$ cat src/rtl/core/vdi_pkg.sv
`default_nettype none
// ----------------------------------------------------------------------------
// vdi_pkg
// Shared types and constants of the vertex dedup indexer.
// ----------------------------------------------------------------------------
package vdi_pkg;

  localparam int MAX_UNIQUE_DEF   = 4096;
  localparam int MAX_VERTICES_DEF = 8192;
  localparam int KEY_WORDS_DEF    = 4;

  localparam int WORD_W      = 64;
  localparam int INPUT_WORDS = 4;
  localparam int KWIU_W      = 3;
  localparam int APB_AW      = 3;
  localparam int APB_DW      = 32;

  localparam logic [KWIU_W-1:0] KWIU_RESET = 3'd4;
  localparam logic              REG_KWIU   = 1'b0;

  localparam logic [1:0] FUNC_SUBMIT = 2'd0;
  localparam logic [1:0] FUNC_XLATE  = 2'd1;
  localparam logic [1:0] FUNC_CLEAR  = 2'd2;

  localparam logic [1:0] OP_SUBMIT = 2'd0;
  localparam logic [1:0] OP_XLATE  = 2'd1;
  localparam logic [1:0] OP_CLEAR  = 2'd2;
  localparam logic [1:0] OP_NOP    = 2'd3;

  localparam logic [1:0] ST_OK    = 2'd0;
  localparam logic [1:0] ST_FULL  = 2'd1;
  localparam logic [1:0] ST_RANGE = 2'd2;

  typedef struct packed {
    logic [1:0]                         op;
    logic [INPUT_WORDS-1:0][WORD_W-1:0] words;
  } job_t;

endpackage
`default_nettype wire

$ cat src/rtl/core/vdi_front.sv
`default_nettype none
// ----------------------------------------------------------------------------
// vdi_front
// Input queue: takes items, decodes the function code, holds two jobs.
// ----------------------------------------------------------------------------
module vdi_front import vdi_pkg::*; #(
  parameter int VAW = 13
) (
  input  wire logic              clk,
  input  wire logic              rst,
  input  wire logic              push,
  output logic                   full,
  input  wire logic [1:0]        func,
  input  wire logic [WORD_W-1:0] key_word_0,
  input  wire logic [WORD_W-1:0] key_word_1,
  input  wire logic [WORD_W-1:0] key_word_2,
  input  wire logic [WORD_W-1:0] key_word_3,
  input  wire logic [VAW-1:0]    old_vertex,
  output logic                   job_valid,
  input  wire logic              job_take,
  output job_t                   job,
  output logic [VAW-1:0]         job_old
);

  job_t           q_job [2];
  logic [VAW-1:0] q_old [2];
  logic           wr_ptr;
  logic           rd_ptr;
  logic [1:0]     cnt;
  logic           do_push;
  logic           do_pop;
  job_t           in_job;

  always_comb begin
    unique case (func)
      FUNC_SUBMIT: in_job.op = OP_SUBMIT;
      FUNC_XLATE:  in_job.op = OP_XLATE;
      FUNC_CLEAR:  in_job.op = OP_CLEAR;
      default:     in_job.op = OP_NOP;
    endcase
    in_job.words = {key_word_3, key_word_2, key_word_1, key_word_0};
  end

  assign full      = (cnt == 2'd2);
  assign job_valid = (cnt != 2'd0);
  assign do_push   = push && !full;
  assign do_pop    = job_take && job_valid;
  assign job       = q_job[rd_ptr];
  assign job_old   = q_old[rd_ptr];

  always_ff @(posedge clk) begin
    if (do_push) begin
      q_job[wr_ptr] <= in_job;
      q_old[wr_ptr] <= old_vertex;
    end
  end

  always_ff @(posedge clk) begin
    if (rst) begin
      wr_ptr <= 1'b0;
      rd_ptr <= 1'b0;
      cnt    <= 2'd0;
    end else begin
      if (do_push) wr_ptr <= ~wr_ptr;
      if (do_pop)  rd_ptr <= ~rd_ptr;
      cnt <= cnt + 2'(do_push) - 2'(do_pop);
    end
  end

endmodule
`default_nettype wire

$ cat config.mk
export PLATFORM = sky130hd
export DESIGN_NAME = vdi_front
export DESIGN_NICKNAME = d
export VERILOG_FILES = /design/src/rtl/core/vdi_pkg.sv /design/src/rtl/core/vdi_front.sv
export SDC_FILE = /design/constraint.sdc
export NUM_CORES = 1
export LEC_CHECK = 0
export ABC_AREA = 1
export BUFFER_PORTS_ARGS = -buffer_cell sky130_fd_sc_hd__clkbuf_2
export CAP_MARGIN = 15
export CORE_AREA = 2 2 213 215
export DETAILED_ROUTE_END_ITERATION = 6
export DIE_AREA = 0 0 215 217
export GPL_TIMING_DRIVEN = 0
export MAX_ROUTING_LAYER = met4
export PLACE_DENSITY_LB_ADDON = 0.25
export SYNTH_ARGS = -nofsm -noshare
export SYNTH_HDL_FRONTEND = slang
export SYNTH_SLANG_ARGS = --single-unit
$ cat constraint.sdc
create_clock -name clk -period 31 [get_ports clk]
set_input_delay 6.2 -clock clk [delete_from_list [all_inputs] [get_ports clk]]
set_output_delay 6.2 -clock clk [all_outputs]
set_load 0.02 [all_outputs]
==> impl_metrics.csv <==
group,metric,value,unit
outcome,status,"finished clean",
clock_network,clockBufferDepth,3,
placed_design,dp_hpwl,31400,um
clock_network,clk_pin_slew,0.06,ns
clock_network,post_cts_buffers,0,
routing,drt-wirelength-per-cell,20.6,um
clock_network,cts_root_buf,"clkbuf_16",
power_and_ir_drop,worst_ir_drop_vdd,58.1,uV
power_and_ir_drop,switchingPower,0.658,mW
finish,design_area,0.0261,mm^2
floorplanning,core,0.0447,mm^2
floorplanning,io_pins,548,
sta,post-route-period-util,26.4,%
routing,drc,0,
routing,vias,10300,
worst_hold_path,holdCritStartpoint,"rd_ptr",
finish,drive_gt1_share,60.6,%
finish,post-route-util,58.4,%
critical_path,cp-start-kind,"flop",
routing,firstDrtPassIters,4,
placed_design,placedCellCount,2040,
floorplanning,die_area,0.0467,mm^2
sta,hold_viol,0,
power_and_ir_drop,leakage,10.3,nW
power_and_ir_drop,p_int,1.59,mW
synth,seq_area_frac_synth,79.5,%
clock_network,htree_num_levels,2,
global_route,grt_pass1_wl,64200,um
clock_network,clkSinkCount,547,
routing,drtAntennaViolNets,0,
power_and_ir_drop,clkPwrFrac,28.8,%
sta,slew_viol_final,0,
global_route,grt_start_max_net_pins,115,
floorplanning,die_h,217,um
power_and_ir_drop,switching_share,29.3,%
sta,fin_setup_tns,0,ns
critical_path,critPathKind,"flop to primary output",
critical_path,crit_fanout,10,
synth,synth_seq_cells,547,
power_and_ir_drop,p_per_area,86.2,mW/mm^2
clock_network,numCtsBuffers,56,
finish,area.growth.synth_to_final,26.7,%
synth,synth_area_leader_cell,"edfxtp_1",
sta,timing.final.ws_setup,22.80,ns
floorplanning,die_w,215,um
synth,syn_inst,884,
synth,yosys_warnings,0,
sta,slew_headroom,40.2,%
routing,drt_iter0_drc,616,
worst_hold_path,hold_depth,2,
sta,achievable-frequency,0.122,GHz
global_route,antenna_found_initial,2,
routing,wl,44100,um
synth,syn_area_per_cell,23.3,um^2
finish,nets,1775,
critical_path,cp-end-kind,"primary output",
placed_design,place_area,0.0243,mm^2
critical_path,reg2reg_to,"q_job[0][129]",
critical_path,r2r_start,"cnt[0]",
synth,synth_area_leaders,"edfxtp_1, mux2_4, mux2_2, buf_6, dfxtp_1",
sta,period_needed,8.20,ns
synth,synth_top_area_share,79.1,%
run,drv_cap,0,
clock_network,cts_resized,0,
floorplanning,row_count,78,
synth,synthDistinctLibCells,13,
global_route,gr-total-overflow,0,
sta,skew,0.0111,ns
clock_network,cts_hold_buffers,0,
placed_design,io_buffers,545,
sta,rsz0062_at_grt,"no",
critical_path,regToRegSetupSlack,28.48,ns
placed_design,place_congestion,0.768,
worst_hold_path,min_path_type,"flop to flop",
global_route,track_usage,19.0,%
sta,worst_pin_slew,0.896,ns
global_route,grt_pass1_vias,10800,
power_and_ir_drop,p_seq_share,42.7,%
placed_design,dp_slack,22.70,ns
floorplanning,start_util,46.1,%
synth,syn_area,0.0206,mm^2
synth,synth_nets,1161,
power_and_ir_drop,p_comb_share,28.5,%
routing,viasPerCell,4.80,
critical_path,crit_required,24.80,ns
critical_path,r2r_cells,7,
finish,stdcell_count,2140,
clock_network,clk_latency,0.59,ns
sta,setup_viol,0,
critical_path,worstPathArrival,2.00,ns
clock_network,tritoncts,"built",
-- area by class of cell --
| class | instances | area, um^2 |
|---|---|---|
| Buffer | 32 | 295 |
| Multi-Input combinational cell | 295 | 3890 |
| Timing Repair Buffer | 556 | 2960 |
| Clock buffer | 70 | 1480 |
| Tap cell | 600 | 751 |
| Inverter | 10 | 45.0 |
| Fill cell | 3415 | 18600 |
| Sequential cell | 547 | 16400 |
| Antenna cell | 1 | 2.50 |
| Clock inverter | 29 | 290 |
-- cell usage after synthesis --
cell and count:
edfxtp_1 542, clkbuf_1 2, ha_1 2, buf_6 22
buf_2 8, a21oi_1 2, nand2_1 8, nand3_1 3
nor2_1 9, mux2_4 190, mux2_2 81, inv_1 10
dfxtp_1 5
-- routing by layer --
| layer | GRT usage, % | vias to the layer above | wire (um) | share of wire [%] |
|---|---|---|---|---|
| li1 | - | 4743 | - | - |
| met4 | 6.44 | 0 | 1160 | 2.6 |
| met5 | - | - | 0 | 0 |
| met3 | 6.18 | 76 | 3510 | 8.0 |
| met1 | 20.9 | 5091 | 16400 | 37 |
| met2 | 32.7 | 356 | 23000 | 52 |
-- power groups by stage --
| stage | Sequential, mW | Combinational, mW | Clock [mW] |
|---|---|---|---|
| finish | 0.960 | 0.640 | 0.647 |
| global route | 0.969 | 0.677 | 0.691 |
| CTS | 0.961 | 0.652 | 0.664 |
| detailed placement | 0.976 | 0.650 | 0 |
| global placement | 1.05 | 0.629 | 0 |
| floorplan | 1.01 | 0.434 | 0 |
-- sequential cells by signal, indices dropped and copies added (netlist names), named ones only --
signal	cells
cnt	2
q_job	516
q_old	26
rd_ptr	1
wr_ptr	1
-- per-stage QoR --
| step | total power [mW] | hold slack (ns) |
|---|---|---|
| finish | 2.25 | 0.515 |
| floorplan | 1.45 | 0.467 |
| detailed placement | 1.63 | 0.489 |
| global route | 2.34 | 0.545 |
| global placement | 1.67 | 0.488 |
| CTS | 2.28 | 0.516 |
-- critical path: stages (launching register included) --
cell and delay [ns]:
dfxtp_1 0.32, buf_6 0.15, buf_6 0.21, buf_6 0.22
mux2_4 0.31, clkbuf_2 0.18
-- worst max path at each step --
stage	endpoint	from
floorplan	q_job[0][0]	push
global placement	q_job[0][183]	push
detailed placement	q_job[0][102]	push
CTS	job[72]	flop
global route	job[72]	flop
finish	job[67]	flop
-- cell usage in the layout (no fill, tap or decap), types with 3 or more instances in the layout --
| cell | n |
|---|---|
| clkbuf_16 | 57 |
| clkbuf_2 | 545 |
| clkinv_2 | 6 |
| buf_2 | 8 |
| dfxtp_1 | 5 |
| bufinv_16 | 6 |
| mux2_4 | 190 |
| nand2_1 | 8 |
| nand3_1 | 3 |
| clkinvlp_4 | 3 |
| mux2_2 | 81 |
| inv_1 | 9 |
| edfxtp_1 | 542 |
| nor2_1 | 8 |
| buf_6 | 22 |
| clkbuf_1 | 15 |
| clkinv_1 | 13 |
| buf_12 | 9 |
-- logic make-up (layout without fill, tap and decap cells) --
group / Yosys count / count (layout) / share of synthesized area [%]
flops: 547 / 547 / 79.5
mux: 271 / 271 / 18.3
buf+inv: 42 / 697 / 1.62
simple gates: 20 / 20 / 0.383
fa+ha+maj: 2 / 2 / 0.122
compound gates: 2 / 2 / 0.0486
other cells: 0 / 1 / 0
Power figures use the tool's default switching activity.
